--- config.mk ---
export PLATFORM = sky130hd
export DESIGN_NAME = utf8_to_utf16_decoder_flat
export DESIGN_NICKNAME = d
export VERILOG_FILES = /design/src/hdl/u8u16_pkg.sv /design/src/hdl/u8u16_chan_if.sv /design/src/hdl/utf8_to_utf16_decoder.sv /design/src/flat_wrapper.sv
export SDC_FILE = /design/constraint.sdc
export NUM_CORES = 1
export LEC_CHECK = 0
export BUFFER_PORTS_ARGS = -buffer_cell sky130_fd_sc_hd__buf_2
export CAP_MARGIN = 40
export CORE_MARGIN = 1.5
export CORE_UTILIZATION = 55
export DETAILED_ROUTE_END_ITERATION = 6
export GPL_TIMING_DRIVEN = 0
export PLACE_DENSITY = 0.73
export SYNTH_ARGS = -nofsm -noshare
export SYNTH_HDL_FRONTEND = slang
export SYNTH_SLANG_ARGS = --single-unit
--- constraint.sdc ---
create_clock -name clk -period 5.31 [get_ports clk]
set_input_delay 0 -clock clk [delete_from_list [all_inputs] [get_ports clk]]
set_output_delay 0 -clock clk [all_outputs]
set_load 0.01 [all_outputs]
--- src/hdl/u8u16_pkg.sv ---
// u8u16_pkg: shared types and constants for the utf-8 to utf-16 decoder
// no dependencies; used by the channel interfaces and the top level

package u8u16_pkg;

    localparam int unsigned BYTE_W  = 8;
    localparam int unsigned UNIT_W  = 16;
    localparam int unsigned POINT_W = 21;
    localparam int unsigned PEND_W  = 2;

    // result buffer between decode and the output channel
    localparam int unsigned BUF_DEPTH = 4;
    localparam int unsigned PTR_W     = $clog2(BUF_DEPTH);
    localparam int unsigned CNT_W     = $clog2(BUF_DEPTH + 1);

    localparam logic [UNIT_W-1:0]  REPLACEMENT = 16'hFFFD;
    localparam logic [UNIT_W-1:0]  HIGH_BASE   = 16'hD800;
    localparam logic [UNIT_W-1:0]  LOW_BASE    = 16'hDC00;
    localparam logic [POINT_W-1:0] PLANE1_BASE = 21'h10000;

    localparam logic [PEND_W-1:0] PEND_NONE  = 2'd0;
    localparam logic [PEND_W-1:0] PEND_ONE   = 2'd1;
    localparam logic [PEND_W-1:0] PEND_TWO   = 2'd2;
    localparam logic [PEND_W-1:0] PEND_THREE = 2'd3;

    typedef struct packed {
        logic [UNIT_W-1:0] code_unit;
        logic              last_of_run;
    } unit_t;

endpackage

--- src/hdl/u8u16_chan_if.sv ---
// u8u16 channel interfaces: valid/ready handshake with byte and unit payloads
// depends on u8u16_pkg

interface u8u16_byte_if;
    logic                             valid;
    logic                             ready;
    logic [u8u16_pkg::BYTE_W-1:0]     in_byte;
    logic                             end_of_string;

    modport source (output valid, output in_byte, output end_of_string, input ready);
    modport sink   (input valid, input in_byte, input end_of_string, output ready);
endinterface

interface u8u16_unit_if;
    logic                             valid;
    logic                             ready;
    logic [u8u16_pkg::UNIT_W-1:0]     code_unit;
    logic                             last_of_run;

    modport source (output valid, output code_unit, output last_of_run, input ready);
    modport sink   (input valid, input code_unit, input last_of_run, output ready);
endinterface

--- src/hdl/utf8_to_utf16_decoder.sv ---
// utf8_to_utf16_decoder: lenient streaming utf-8 to utf-16 transcoder, top level
// depends on u8u16_pkg and the channel interfaces in u8u16_chan_if.sv
//
//  channel    dir  payload                          notes
//  byte_chan  in   in_byte[7:0], end_of_string      one utf-8 byte per transaction
//  unit_chan  out  code_unit[15:0], last_of_run     zero, one or two units per byte
//
// one byte is decoded in the cycle it is accepted; its units land in a
// four-entry result buffer and leave one per cycle from the next cycle on.
// byte_chan.ready depends only on the buffer fill (two or fewer units held), so
// a byte can be taken every cycle while the consumer keeps up or stalls briefly.
// reset is asynchronous, active low; it clears the decode state and the buffer.
// a stall on unit_chan holds the head unit; input stalls once three units wait.

module utf8_to_utf16_decoder
(
    input  logic               clk,
    input  logic               rst_n,
    u8u16_byte_if.sink         byte_chan,
    u8u16_unit_if.source       unit_chan
);

    // decode state
    logic [u8u16_pkg::POINT_W-1:0] partial_reg, partial_next;
    logic [u8u16_pkg::PEND_W-1:0]  pending_reg, pending_next;

    // result buffer
    u8u16_pkg::unit_t              buf_reg [u8u16_pkg::BUF_DEPTH];
    logic [u8u16_pkg::PTR_W-1:0]   wr_ptr_reg, wr_ptr_next;
    logic [u8u16_pkg::PTR_W-1:0]   rd_ptr_reg, rd_ptr_next;
    logic [u8u16_pkg::CNT_W-1:0]   cnt_reg, cnt_next;

    logic                          in_fire;
    logic                          out_fire;

    // decode results for the byte on the input channel
    logic [u8u16_pkg::BYTE_W-1:0]  c;
    logic [u8u16_pkg::POINT_W-1:0] acc;
    logic [u8u16_pkg::PEND_W-1:0]  pend_dec;
    logic [u8u16_pkg::POINT_W-1:0] point;
    logic                          emit;
    logic [u8u16_pkg::POINT_W-1:0] offset;
    logic                          is_pair;
    u8u16_pkg::unit_t              unit0;
    u8u16_pkg::unit_t              unit1;
    logic [1:0]                    n_units;

    assign in_fire  = byte_chan.valid && byte_chan.ready;
    assign out_fire = unit_chan.valid && unit_chan.ready;

    // room for a surrogate pair whatever the consumer does this cycle
    assign byte_chan.ready = (cnt_reg <= u8u16_pkg::CNT_W'(u8u16_pkg::BUF_DEPTH - 2));

    assign c   = byte_chan.in_byte;
    // shift in six payload bits; continuation marker is not checked
    assign acc = {partial_reg[u8u16_pkg::POINT_W-7:0], c[5:0]};
    assign pend_dec = pending_reg - u8u16_pkg::PEND_ONE;

    always_comb
    begin
        partial_next = partial_reg;
        pending_next = pending_reg;
        point        = '0;
        emit         = 1'b0;

        if (pending_reg == u8u16_pkg::PEND_NONE)
        begin
            if (c < 8'h80)
            begin
                point = u8u16_pkg::POINT_W'(c);
                emit  = 1'b1;
            end
            else if (c inside {[8'hC0:8'hDF]})
            begin
                partial_next = u8u16_pkg::POINT_W'(c[4:0]);
                pending_next = u8u16_pkg::PEND_ONE;
            end
            else if (c inside {[8'hE0:8'hEF]})
            begin
                partial_next = u8u16_pkg::POINT_W'(c[3:0]);
                pending_next = u8u16_pkg::PEND_TWO;
            end
            else if (c inside {[8'hF0:8'hF7]})
            begin
                partial_next = u8u16_pkg::POINT_W'(c[2:0]);
                pending_next = u8u16_pkg::PEND_THREE;
            end
            else
            begin
                // stray continuation or invalid lead byte
                point = u8u16_pkg::POINT_W'(u8u16_pkg::REPLACEMENT);
                emit  = 1'b1;
            end
        end
        else
        begin
            partial_next = acc;
            pending_next = pend_dec;
            if (pend_dec == u8u16_pkg::PEND_NONE)
            begin
                point        = acc;
                emit         = 1'b1;
                partial_next = '0;
            end
        end

        // end of string: a cut-short sequence becomes one replacement unit
        if (byte_chan.end_of_string)
        begin
            if (pending_next != u8u16_pkg::PEND_NONE)
            begin
                point = u8u16_pkg::POINT_W'(u8u16_pkg::REPLACEMENT);
                emit  = 1'b1;
            end
            partial_next = '0;
            pending_next = u8u16_pkg::PEND_NONE;
        end
    end

    // split into one unit or a surrogate pair
    assign is_pair = (point >= u8u16_pkg::PLANE1_BASE);
    assign offset  = point - u8u16_pkg::PLANE1_BASE;

    always_comb
    begin
        if (is_pair)
        begin
            unit0.code_unit   = u8u16_pkg::HIGH_BASE + u8u16_pkg::UNIT_W'(offset[20:10]);
            unit0.last_of_run = 1'b0;
            unit1.code_unit   = u8u16_pkg::LOW_BASE | u8u16_pkg::UNIT_W'(offset[9:0]);
            unit1.last_of_run = 1'b1;
        end
        else
        begin
            unit0.code_unit   = point[u8u16_pkg::UNIT_W-1:0];
            unit0.last_of_run = 1'b1;
            unit1             = unit0;
        end
    end

    assign n_units = !emit ? 2'd0 : (is_pair ? 2'd2 : 2'd1);

    // buffer pointers and fill
    always_comb
    begin
        wr_ptr_next = wr_ptr_reg;
        rd_ptr_next = rd_ptr_reg;
        if (in_fire)
        begin
            wr_ptr_next = wr_ptr_reg + u8u16_pkg::PTR_W'(n_units);
        end
        if (out_fire)
        begin
            rd_ptr_next = rd_ptr_reg + u8u16_pkg::PTR_W'(1);
        end
        cnt_next = cnt_reg
                 + (in_fire ? u8u16_pkg::CNT_W'(n_units) : '0)
                 - (out_fire ? u8u16_pkg::CNT_W'(1) : '0);
    end

    always_ff @(posedge clk or negedge rst_n)
    begin
        if (!rst_n)
        begin
            partial_reg <= '0;
            pending_reg <= u8u16_pkg::PEND_NONE;
            wr_ptr_reg  <= '0;
            rd_ptr_reg  <= '0;
            cnt_reg     <= '0;
        end
        else
        begin
            if (in_fire)
            begin
                partial_reg <= partial_next;
                pending_reg <= pending_next;
            end
            wr_ptr_reg <= wr_ptr_next;
            rd_ptr_reg <= rd_ptr_next;
            cnt_reg    <= cnt_next;
        end
    end

    // buffer payload, no reset needed
    always_ff @(posedge clk)
    begin
        if (in_fire && emit)
        begin
            buf_reg[wr_ptr_reg] <= unit0;
            if (is_pair)
            begin
                buf_reg[wr_ptr_reg + u8u16_pkg::PTR_W'(1)] <= unit1;
            end
        end
    end

    assign unit_chan.valid       = (cnt_reg != '0);
    assign unit_chan.code_unit   = buf_reg[rd_ptr_reg].code_unit;
    assign unit_chan.last_of_run = buf_reg[rd_ptr_reg].last_of_run;

    // buffer never overfills
    a_no_overflow: assert property (@(posedge clk) disable iff (!rst_n)
        cnt_reg <= u8u16_pkg::CNT_W'(u8u16_pkg::BUF_DEPTH))
        else $error("result buffer overflow");

    // idle decoder holds no stale bits
    a_partial_clear: assert property (@(posedge clk) disable iff (!rst_n)
        (pending_reg == u8u16_pkg::PEND_NONE) |-> (partial_reg == '0))
        else $error("partial point left over with nothing pending");

    // final byte of a string always leaves the decoder idle
    a_eos_clears: assert property (@(posedge clk) disable iff (!rst_n)
        (in_fire && byte_chan.end_of_string) |=> (pending_reg == u8u16_pkg::PEND_NONE))
        else $error("decode state kept past end of string");

    // a high surrogate at the head always has its low half behind it
    a_pair_whole: assert property (@(posedge clk) disable iff (!rst_n)
        (unit_chan.valid && !unit_chan.last_of_run) |-> (cnt_reg >= u8u16_pkg::CNT_W'(2)))
        else $error("surrogate pair split in result buffer");

    // ready follows the fill level alone
    a_ready_fill: assert property (@(posedge clk) disable iff (!rst_n)
        !byte_chan.ready |-> (cnt_reg > u8u16_pkg::CNT_W'(u8u16_pkg::BUF_DEPTH - 2)))
        else $error("input stalled with room in buffer");

endmodule
--- src/flat_wrapper.sv ---
// flat-port wrapper written by rule: the top's interface ports become plain ports
module utf8_to_utf16_decoder_flat 
  (clk, rst_n, byte_chan_valid, byte_chan_in_byte, byte_chan_end_of_string, byte_chan_ready, unit_chan_valid, unit_chan_code_unit, unit_chan_last_of_run, unit_chan_ready);
  u8u16_byte_if byte_chan_i ();
  u8u16_unit_if unit_chan_i ();
  input  logic clk;
  input  logic rst_n;
  input wire logic [$bits(byte_chan_i.valid)-1:0] byte_chan_valid;
  input wire logic [$bits(byte_chan_i.in_byte)-1:0] byte_chan_in_byte;
  input wire logic [$bits(byte_chan_i.end_of_string)-1:0] byte_chan_end_of_string;
  output wire logic [$bits(byte_chan_i.ready)-1:0] byte_chan_ready;
  output wire logic [$bits(unit_chan_i.valid)-1:0] unit_chan_valid;
  output wire logic [$bits(unit_chan_i.code_unit)-1:0] unit_chan_code_unit;
  output wire logic [$bits(unit_chan_i.last_of_run)-1:0] unit_chan_last_of_run;
  input wire logic [$bits(unit_chan_i.ready)-1:0] unit_chan_ready;
  assign byte_chan_i.valid = byte_chan_valid;
  assign byte_chan_i.in_byte = byte_chan_in_byte;
  assign byte_chan_i.end_of_string = byte_chan_end_of_string;
  assign byte_chan_ready = byte_chan_i.ready;
  assign unit_chan_valid = unit_chan_i.valid;
  assign unit_chan_code_unit = unit_chan_i.code_unit;
  assign unit_chan_last_of_run = unit_chan_i.last_of_run;
  assign unit_chan_i.ready = unit_chan_ready;
  utf8_to_utf16_decoder u_core (.clk(clk), .rst_n(rst_n), .byte_chan(byte_chan_i), .unit_chan(unit_chan_i));
endmodule
==> results.py, run 1 <==
metrics = {
    "synthesis": {
        "yosys_warnings": 0,
        "yosys.area.top_type_share_pct": 36.1,
        "synth_cells": 531,
        "synthTopCellsByArea": "edfxtp_1, dfrtp_1, mux4_2",
        "yosysTopAreaCell": "edfxtp_1",
        "syn-num-nets": 551,
        "synth_cell_types": 57,
        "ys_seq_area_share_pct": 48.9,
        "synth_edf_count": 64,
        "synthesis.area_mm2": 0.00532,
        "async_flop_share_pct": 26.1,
        "synth.avg_cell_area_um2": 10.0,
        "ys.flop_type": "edfxtp_1",
        "ys_ff_latch": 92,
    },
    "routing": {
        "firstDrtPassIters": 5,
        "wl_met2_um": 7120,
        "avgRoutedWirePerCell_um": 20.9,
        "met3_length_um": 1180,
        "vias": 4600,
        "ant_nets": 0,
        "drtIter0Drc": 482,
        "wl_met1_um": 6380,
        "viasPerCell": 6.43,
        "top_layer_used": "met4",
        "wl_um": 15000,
        "drc": 0,
    },
    "setup_path": {
        "startpoint_type": "flip-flop",
        "cp-end-kind": "flip-flop",
        "critPathKind": "reg -> reg",
        "cp.arrival_ps": 4740,
        "required_ps": 5570,
        "path_max_fanout": 10,
        "startpoint": "u_core.pending_reg[1]$_DFFE_PN0P_",
        "reg2reg_from": "u_core.pending_reg[1]$_DFFE_PN0P_",
    },
    "sta": {
        "layout_setup_ws_ps": 825,
        "period_share_pct": 84.5,
        "max_slew_margin_pct": 40.9,
        "finalMaxSlewViolations": 0,
        "max_freq_ghz": 0.223,
        "setup_tns_ps": 0,
        "max_slew.worst_pin.slew_ps": 879,
        "fin_crit_ps": 4490,
        "finalSetupViolCount": 0,
        "finClkSkew_ps": 11.3,
        "hold_viol": 0,
        "rsz0062_at_grt": "false",
    },
    "floorplanning": {
        "die_area_mm2": 0.0103,
        "chipHeight_um": 101,
        "start_util_pct": 57.0,
        "die_w_um": 101,
        "rows": 35,
        "boundaryPins": 32,
        "core_mm2": 0.00933,
    },
    "clock_network": {
        "post_cts_resized": 0,
        "cts_tree": "yes",
        "clk_latency_ps": 380,
        "clock_sinks": 92,
        "cts.clk_slew.worst_paths_ps": 100,
        "cts_max_level": 3,
        "holdBufCountCts": 6,
        "root_buffer": "clkbuf_8",
        "clk_path_buf_depth": 2,
        "cts_made_buffers": 9,
        "post_cts_buffers": 0,
    },
    "final_layout": {
        "layout_common_cells": "nand2_1, edfxtp_1, nand3_1, buf_2, a21oi_1",
        "final_common_cell": "nand2_1",
        "final_cell_area_mm2": 0.00593,
        "syn2layout_area_growth_pct": 11.5,
        "largest_reg_flops": 68,
        "n_antenna_cell": 0,
        "nets": 601,
        "drive_above_1_share_pct": 14.5,
    },
    "global_routing": {
        "grt_pass1_vias": 4270,
        "grt_pass1_wl_um": 23500,
        "grt_max_degree": 25,
        "track_usage_pct": 30.7,
        "grt_antenna_before_repair": 0,
        "grt_overflow_total": 0,
    },
    "min_path": {
        "holdCritPathClass": "in -> reg",
        "min-delay-start": "byte_chan_in_byte[5]",
    },
    "power": {
        "switchingPower_mw": 1.06,
        "p_sw_share_pct": 41.4,
        "internal_power_mw": 1.50,
        "p_per_area_mw_per_mm2": 431,
        "p_seq_share_pct": 38.5,
        "power_frac_comb_pct": 43.7,
        "ir_drop_uv": 252,
        "clkPwrFrac_pct": 17.8,
        "total_power_mw": 2.55,
        "power_leakage_nw": 2.09,
    },
    "place": {
        "gp_congestion": 1.00,
        "io_buffers": 29,
        "place_ws_ps": 894,
        "place_area_mm2": 0.00569,
        "dpl.hpwl_um": 10900,
    },
    "status": {
        "outcome": "finished clean",
    },
    "run": {
        "max_cap_viol_count": 0,
    },
}
## logic make-up after synthesis
kind of cell / synth area share, %
simple gates: 19.1
compound gates: 17.4
flops: 48.9
buf+inv: 4.02
mux: 7.76
fa+ha+maj: 1.79
xor+xnor: 0.988
## Yosys cell counts (all sizes together) (2+ instances only)
cell / n
xor2: 2
a211oi: 4
nor4: 6
ha: 6
a2111o: 3
nor2b: 5
nand3: 40
o32ai: 2
nand2b: 6
and3b: 2
xnor2: 4
a31oi: 5
a21oi: 36
a22oi: 7
o22ai: 2
o21a: 5
o221ai: 5
a221oi: 10
inv: 12
nor2: 29
o31a: 2
o31ai: 3
nand3b: 4
mux4: 17
nand4: 8
o41ai: 2
dfrtp: 24
edfxtp: 64
dfxtp: 4
clkbuf: 25
nor3: 6
buf: 15
nand2: 96
o211ai: 7
o21ai: 35
a21o: 5
mux2i: 3
and2: 12
## power by group through the flow
stage | Sequential, mW | Clock, mW | Combinational (mW)
2_1_floorplan | 0.971 | 0 | 0.760
3_3_place_gp | 0.991 | 0 | 1.05
3_5_place_dp | 0.999 | 0 | 1.10
4_1_cts | 0.982 | 0.451 | 1.11
5_1_grt | 0.997 | 0.478 | 1.22
6_report | 0.983 | 0.456 | 1.12
## worst max-delay path: stages, from the launching register on
cell	delay, ps
dfrtp_1	370
clkbuf_1	230
nor2b_1	320
clkbuf_1	350
buf_1	390
nand2_1	200
inv_1	90
ha_1	170
inv_1	50
a221o_1	320
o31ai_4	390
buf_2	340
a21oi_1	70
ha_1	270
and2_1	190
and2_1	150
a211oi_1	200
o31a_1	170
nand4b_1	80
## stage by stage
step                std cells  util [%]  hold WS, ps
floorplan                 531         -         -296
global placement          689      60.3         8.45
detailed placement        693      61.0         10.3
CTS                       715      63.6         43.2
global route              715      63.6         87.6
finish                    715      63.6         32.5
## worst paths after layout
check	slack [ps]	end	cells after the start
setup reg to reg	820	u_core.wr_ptr_reg[1]$_DFFE_PN0P_	18
hold reg to reg	450	u_core.buf_reg[2][0]$_SDFFE_PP1P_	2
hold / removal	30	u_core.partial_reg[5]$_DFFE_PN0P_	3
min in group asynchronous	130	u_core.pending_reg[0]$_DFFE_PN0P_	2
setup / recovery	820	u_core.wr_ptr_reg[1]$_DFFE_PN0P_	18
max in group asynchronous	4810	u_core.partial_reg[11]$_DFFE_PN0P_	2
## metal layers
layer,vias to the layer above,track usage (%)
li1,2089,-
met1,2233,43.2
met2,251,50.4
met3,27,4.49
met4,0,8.55
met5,-,0
## cell type report
type,instances,area [um^2]
timing repair buffer,39,270
inverter,12,45.0
tap,129,161
buffer,40,169
fill,800,3400
clock buffer,9,124
sequential,92,2600
clock inverter,7,56.3
multi-input combinational,387,2500
Power figures use the tool's default switching activity.
==> run 2: changes to the inputs <==
ABC_AREA = 1   (was not set)
PLACE_DENSITY = 0.74   (was 0.73)
clock period = 4.5 ns   (was 5.31 ns; I/O delays follow)
==> run 2 against run 1 <==
Compared with the run above: combinational power rose by 18%; power rose by 24%; die area fell by 9.9%; register-to-register slack improved by 250 ps; sequential share of layout area rose by 4.4 points; critical path type unchanged; critical endpoint is now u_core.cnt_reg[2]$_DFF_PN0_; largest cell class unchanged.
==> results.py, run 2 <==
metrics = {
    "power": {
        "p_sw_share_pct": 41.0,
        "power_frac_comb_pct": 41.6,
        "total_power_mw": 3.16,
        "p_seq_share_pct": 36.8,
        "ir_drop_uv": 218,
        "internal_power_mw": 1.87,
        "p_per_area_mw_per_mm2": 587,
        "clkPwrFrac_pct": 21.6,
        "switchingPower_mw": 1.30,
        "power_leakage_nw": 2.22,
    },
    "global_routing": {
        "grt_overflow_total": 0,
        "use_met1_pct": 35.7,
        "track_usage_pct": 28.6,
        "grt_max_degree": 25,
        "grt_pass1_vias": 3793,
        "grt_pass1_wl_um": 19300,
        "grt_antenna_before_repair": 0,
        "use_met2_pct": 47.9,
        "grt-busiest-layer": "met2",
        "grtUsageMet3_pct": 4.90,
    },
    "synthesis": {
        "synth_cells": 528,
        "ys_seq_area_share_pct": 54.5,
        "synth.avg_cell_area_um2": 9.05,
        "synth_edf_count": 64,
        "syn-num-nets": 548,
        "synth_commonest_cells": "nor2_1, nand2_1, edfxtp_1, o22ai_1",
        "yosys_warnings": 0,
        "synthMostInstantiatedCell": "nor2_1",
        "synth_cell_types": 36,
        "yosys.area.top_type_share_pct": 40.2,
        "synthTopCellsByArea": "edfxtp_1, dfrtp_1, o22ai_1",
        "synthesis.area_mm2": 0.00478,
        "async_flop_share_pct": 26.1,
        "yosysTopAreaCell": "edfxtp_1",
        "ys.flop_type": "edfxtp_1",
        "ys_ff_latch": 92,
    },
    "min_path": {
        "holdCritPathClass": "in -> reg",
        "holdPathStages": 4,
        "hold_path_end": "u_core.pending_reg[0]$_DFFE_PN0P_",
        "min-delay-start": "byte_chan_end_of_string",
    },
    "sta": {
        "layout_setup_ws_ps": 1080,
        "rsz0062_at_grt": "false",
        "period_share_pct": 76.1,
        "fin_crit_ps": 3420,
        "finClkSkew_ps": 10.3,
        "finalMaxSlewViolations": 0,
        "max_slew_margin_pct": 41.8,
        "setup_tns_ps": 0,
        "max_slew.worst_pin.slew_ps": 872,
        "finalSetupViolCount": 0,
        "hold_viol": 0,
        "max_freq_ghz": 0.292,
    },
    "place": {
        "gp_congestion": 0.973,
        "place_ws_ps": 1150,
        "dpl.hpwl_um": 8580,
        "place_area_mm2": 0.00506,
        "io_buffers": 31,
    },
    "routing": {
        "wl_um": 12200,
        "avgRoutedWirePerCell_um": 17.7,
        "vias": 4043,
        "drtIter0Drc": 270,
        "drc": 0,
        "firstDrtPassIters": 5,
        "ant_nets": 0,
        "viasPerCell": 5.88,
    },
    "clock_network": {
        "cts_made_buffers": 9,
        "post_cts_resized": 0,
        "holdBufCountCts": 8,
        "post_cts_buffers": 0,
        "root_buffer": "clkbuf_8",
        "clock_sinks": 92,
        "cts_max_level": 3,
        "clk_path_buf_depth": 2,
        "cts_tree": "yes",
        "clk_latency_ps": 360,
        "cts.clk_slew.worst_paths_ps": 90,
    },
    "final_layout": {
        "layout_common_cells": "nor2_1, nand2_1, edfxtp_1, o22ai_1",
        "final_cell_area_mm2": 0.00539,
        "final_common_cell": "nor2_1",
        "drive_above_1_share_pct": 15.3,
        "n_antenna_cell": 0,
        "nets": 598,
        "largest_reg_flops": 68,
        "syn2layout_area_growth_pct": 12.8,
    },
    "floorplanning": {
        "core_mm2": 0.00830,
        "die_w_um": 96.2,
        "rows": 33,
        "chipHeight_um": 96.2,
        "start_util_pct": 57.6,
        "boundaryPins": 32,
        "die_area_mm2": 0.00926,
    },
    "setup_path": {
        "required_ps": 4790,
        "cp.arrival_ps": 3710,
        "cp-end-kind": "flip-flop",
        "r2r_end": "u_core.cnt_reg[2]$_DFF_PN0_",
        "rr_worst_depth": 19,
        "critPathKind": "reg -> reg",
        "r2r_slack_ps": 1080,
        "path_max_fanout": 10,
        "startpoint_type": "flip-flop",
        "reg2reg_from": "u_core.pending_reg[1]$_DFFE_PN0P_",
    },
    "run": {
        "max_cap_viol_count": 0,
    },
    "status": {
        "outcome": "finished clean",
    },
}
## run 2: critical path, cell delays in order (launching register included)
cell     delay, ps
dfrtp_1        420
inv_2          170
nand2_1        210
nor2_1         210
ha_1           180
nand2_1         50
inv_1           50
nand2_1         40
nor2_1          80
nand4_1        100
nor2_1         130
nand3_1         90
nand2_1        100
buf_6          150
buf_6          170
nand3_1         90
ha_1           330
fa_1           430
xnor2_1        170
xor2_1         170
## run 2: final cells by class
type,instances,area (um^2)
Sequential cell,92,2600
Buffer,25,125
Fill cell,701,2910
Timing Repair Buffer,39,235
Clock inverter,7,121
Tap cell,105,131
Inverter,56,210
Clock buffer,9,124
Multi-Input combinational cell,355,1840
## run 2: worst max path at each step
stage	start	end	depth (start not counted)
after floorplan	u_core.pending_reg[0]$_DFFE_PN0P_	u_core.cnt_reg[2]$_DFF_PN0_	21
after global placement	u_core.pending_reg[1]$_DFFE_PN0P_	u_core.cnt_reg[2]$_DFF_PN0_	19
after detailed placement	u_core.pending_reg[1]$_DFFE_PN0P_	u_core.cnt_reg[2]$_DFF_PN0_	19
after CTS	u_core.pending_reg[1]$_DFFE_PN0P_	u_core.cnt_reg[2]$_DFF_PN0_	19
after global routing	u_core.pending_reg[1]$_DFFE_PN0P_	u_core.cnt_reg[2]$_DFF_PN0_	19
final	u_core.pending_reg[1]$_DFFE_PN0P_	u_core.cnt_reg[2]$_DFF_PN0_	19
## run 2: per-layer routing
layer | wire length [um] | up-vias
met3 | 850 | 25
met5 | 0 | -
met2 | 5910 | 192
met1 | 5090 | 1899
li1 | - | 1927
met4 | 311 | 0
## run 2: kinds of logic (layout without fill, tap and decap cells)
| family | count (synthesis) | count (layout) | share of synthesized area (%) |
|---|---|---|---|
| DFF | 92 | 92 | 54.5 |
| and+or+nand+nor | 203 | 203 | 19.0 |
| adders and majority gates | 7 | 7 | 1.99 |
| xor gates and xnor gates | 7 | 7 | 1.28 |
| buffers and inverters | 81 | 136 | 7.02 |
| AOI/OAI and AO/OA | 138 | 138 | 16.3 |
## run 2: through the flow
step           instances  util, %  hold WS, ps
2_1_floorplan        528        -         -296
3_3_place_gp         664     61.0         26.0
3_5_place_dp         664     61.0         30.3
4_1_cts              688     64.9         31.1
5_1_grt              688     64.9         54.8
6_report             688     64.9         43.0
## run 2: power by group through the flow
stage / clock [mW] / combinational [mW] / sequential, mW
finish: 0.682 / 1.32 / 1.17
global route: 0.720 / 1.46 / 1.18
CTS: 0.681 / 1.31 / 1.16
detailed placement: 0 / 1.30 / 1.18
global placement: 0 / 1.26 / 1.18
floorplan: 0 / 0.888 / 1.15
==> run 3: changes to the inputs <==
PLACE_DENSITY = 0.76   (was 0.74)
clock period = 2.8 ns   (was 4.5 ns; I/O delays follow)
==> run 3 against run 2 <==
Compared with the run above: the flow now finishes with violations (negative setup slack); highest routed layer unchanged; critical path depth up 3; setup slack got worse by 1200 ps; flip-flop and latch count did not move; utilization grew 6.3 points; largest power group unchanged; hold slack better by 1.9 ps; cell count increased by 4.9%; clock skew hardly changed; routed wire length up 9.0%.
==> results.py, run 3 (same netlist as run 2, synthesis figures left out) <==
metrics = {
    "global_routing": {
        "grt_overflow_total": 0,
        "grt_antenna_before_repair": 0,
        "track_usage_pct": 29.3,
        "grt_pass1_vias": 4024,
        "grt_max_degree": 25,
        "grt_pass1_wl_um": 20000,
    },
    "status": {
        "violations": "negative setup slack",
        "outcome": "finished with violations",
    },
    "final_layout": {
        "post-route-util_pct": 71.2,
        "largest_reg_flops": 68,
        "drive_above_1_share_pct": 24.1,
        "layout_common_cells": "nor2_1, edfxtp_1, nand2_1, o22ai_1, o21ai_0",
        "n_antenna_cell": 0,
        "final_common_cell": "nor2_1",
        "final_cell_area_mm2": 0.00591,
        "syn2layout_area_growth_pct": 23.7,
        "nets": 632,
    },
    "place": {
        "gp_congestion": 0.990,
        "place_area_mm2": 0.00510,
        "dpl.hpwl_um": 8620,
        "place_ws_ps": -321,
        "io_buffers": 31,
    },
    "clock_network": {
        "clk_latency_ps": 370,
        "clk_path_buf_depth": 2,
        "root_buffer": "clkbuf_8",
        "cts.clk_slew.worst_paths_ps": 90,
        "cts_made_buffers": 9,
        "cts_tree": "yes",
        "cts_max_level": 3,
        "clock_sinks": 92,
    },
    "routing": {
        "ant_nets": 0,
        "vias": 4352,
        "drc": 0,
        "wl_um": 13300,
        "avgRoutedWirePerCell_um": 18.4,
        "firstDrtPassIters": 5,
        "viasPerCell": 6.03,
        "drtIter0Drc": 437,
    },
    "power": {
        "ir_drop_uv": 462,
        "switchingPower_mw": 2.23,
        "power_leakage_nw": 2.47,
        "power_frac_comb_pct": 46.2,
        "internal_power_mw": 3.09,
        "p_per_area_mw_per_mm2": 901,
        "p_seq_share_pct": 35.5,
        "p_sw_share_pct": 41.9,
        "clkPwrFrac_pct": 18.3,
    },
    "sta": {
        "hold_viol": 0,
        "finalSetupViolCount": 17,
        "period_share_pct": 103,
        "setup_tns_ps": -1060,
        "rsz0062_at_grt": "true",
        "finClkSkew_ps": 10.5,
        "max_slew_margin_pct": 54.5,
        "max_freq_ghz": 0.347,
        "max_slew.worst_pin.slew_ps": 680,
        "layout_setup_ws_ps": -84.2,
        "finalMaxSlewViolations": 0,
        "fin_crit_ps": 2880,
    },
    "setup_path": {
        "critPathBufInv": 10,
        "max_stage_delay_ps": 420,
        "cp-end-kind": "flip-flop",
        "startpoint_type": "flip-flop",
        "startpoint": "u_core.pending_reg[0]$_DFFE_PN0P_",
        "slowest_stage": "dfrtp_2",
        "critPathKind": "reg -> reg",
        "crit_chain": "clkinv_4 -> nor2_4 -> buf_6 -> nand2_4 -> ha_4 -> nand2_2 -> inv_2 -> nand2_2 -> nor2_1 -> nand4_1 -> nor2_1 -> nand3_1 -> nand2_1 -> buf_6 -> buf_4 -> buf_4 -> buf_6 -> nand2_4 -> inv_4 -> nor2_4 -> clkinvlp_4 -> clkbuf_16",
        "reg2reg_from": "u_core.pending_reg[0]$_DFFE_PN0P_",
        "cpMostUsedCell": "buf_6",
        "required_ps": 2940,
        "crit_family": "buffers and inverters",
        "cp.arrival_ps": 3020,
        "path_max_fanout": 7,
    },
    "floorplanning": {
        "die_w_um": 96.2,
        "boundaryPins": 32,
        "start_util_pct": 57.6,
        "chipHeight_um": 96.2,
        "die_area_mm2": 0.00926,
        "rows": 33,
        "core_mm2": 0.00830,
    },
    "min_path": {
        "min-delay-start": "byte_chan_end_of_string",
        "holdCritPathClass": "in -> reg",
    },
    "run": {
        "max_cap_viol_count": 0,
    },
}
-- run 3: cell types whose count changed in the layout (fill, tap and decap cells not counted), sizes merged --
cell / delta
clkbuf: +2
inv: -4
clkinvlp: +2
buf: +32
clkinv: +3
bufinv: -1
-- run 3: cell type report --
cell class / instances / area [um^2]
Sequential cell: 92 / 2610
Buffer: 24 / 150
Tap cell: 105 / 131
Inverter: 56 / 226
Multi-Input combinational cell: 355 / 2020
Clock buffer: 9 / 124
Clock inverter: 7 / 88.8
Timing Repair Buffer: 74 / 564
Fill cell: 611 / 2390
-- run 3: final timing paths --
path                       slack, ps  depth (start not counted)                           endpoint
max reg2reg                      -80                         22     u_core.buf_reg[0][4]$_DFFE_PP_
max                              -80                         22     u_core.buf_reg[0][4]$_DFFE_PP_
min reg2reg                      490                          2  u_core.buf_reg[2][0]$_SDFFE_PP1P_
max in group asynchronous       2240                          2  u_core.pending_reg[0]$_DFFE_PN0P_
min in group asynchronous        160                          2  u_core.pending_reg[1]$_DFFE_PN0P_
min                               40                          4  u_core.pending_reg[0]$_DFFE_PN0P_
-- run 3: what timing repair did --
item | CTS | global route
buffers inserted | 8 | 26
endpoints found under the hold margin | 31 | 0
pin swaps | 3 | 14
gates cloned | 0 | 1
endpoints found under the setup margin | 60 | 65
resized for setup | 18 | 42
hold buffers | 8 | 0
-- run 3: routing by layer --
layer	part of all wire [%]	track usage [%]	wire length (um)
met1	39	37.5	5180
met2	49	49.5	6540
met3	8.4	3.95	1110
met4	3.2	13.5	428
met5	0	0	0
-- run 3: power groups by stage --
stage               registers [mW]  logic, mW  clock network (mW)
finish                        1.89       2.46               0.974
CTS                           1.87       2.23               0.969
global placement              1.89       2.04                   0
global route                  1.92       2.69                1.02
floorplan                     1.85       1.45                   0
detailed placement            1.90       2.12                   0
-- run 3: worst min-delay path, cell delays in order --
cell,delay (ps)
buf_2,140
nor2_1,80
inv_1,80
o31ai_1,70
-- run 3: metrics by stage --
stage               hold slack [ps]  cells  total power, mW
floorplan                      -296    528             3.30
global placement               21.7    664             3.93
detailed placement             32.7    665             4.02
CTS                            31.3    697             5.07
global route                   60.5    722             5.64
finish                         44.9    722             5.32
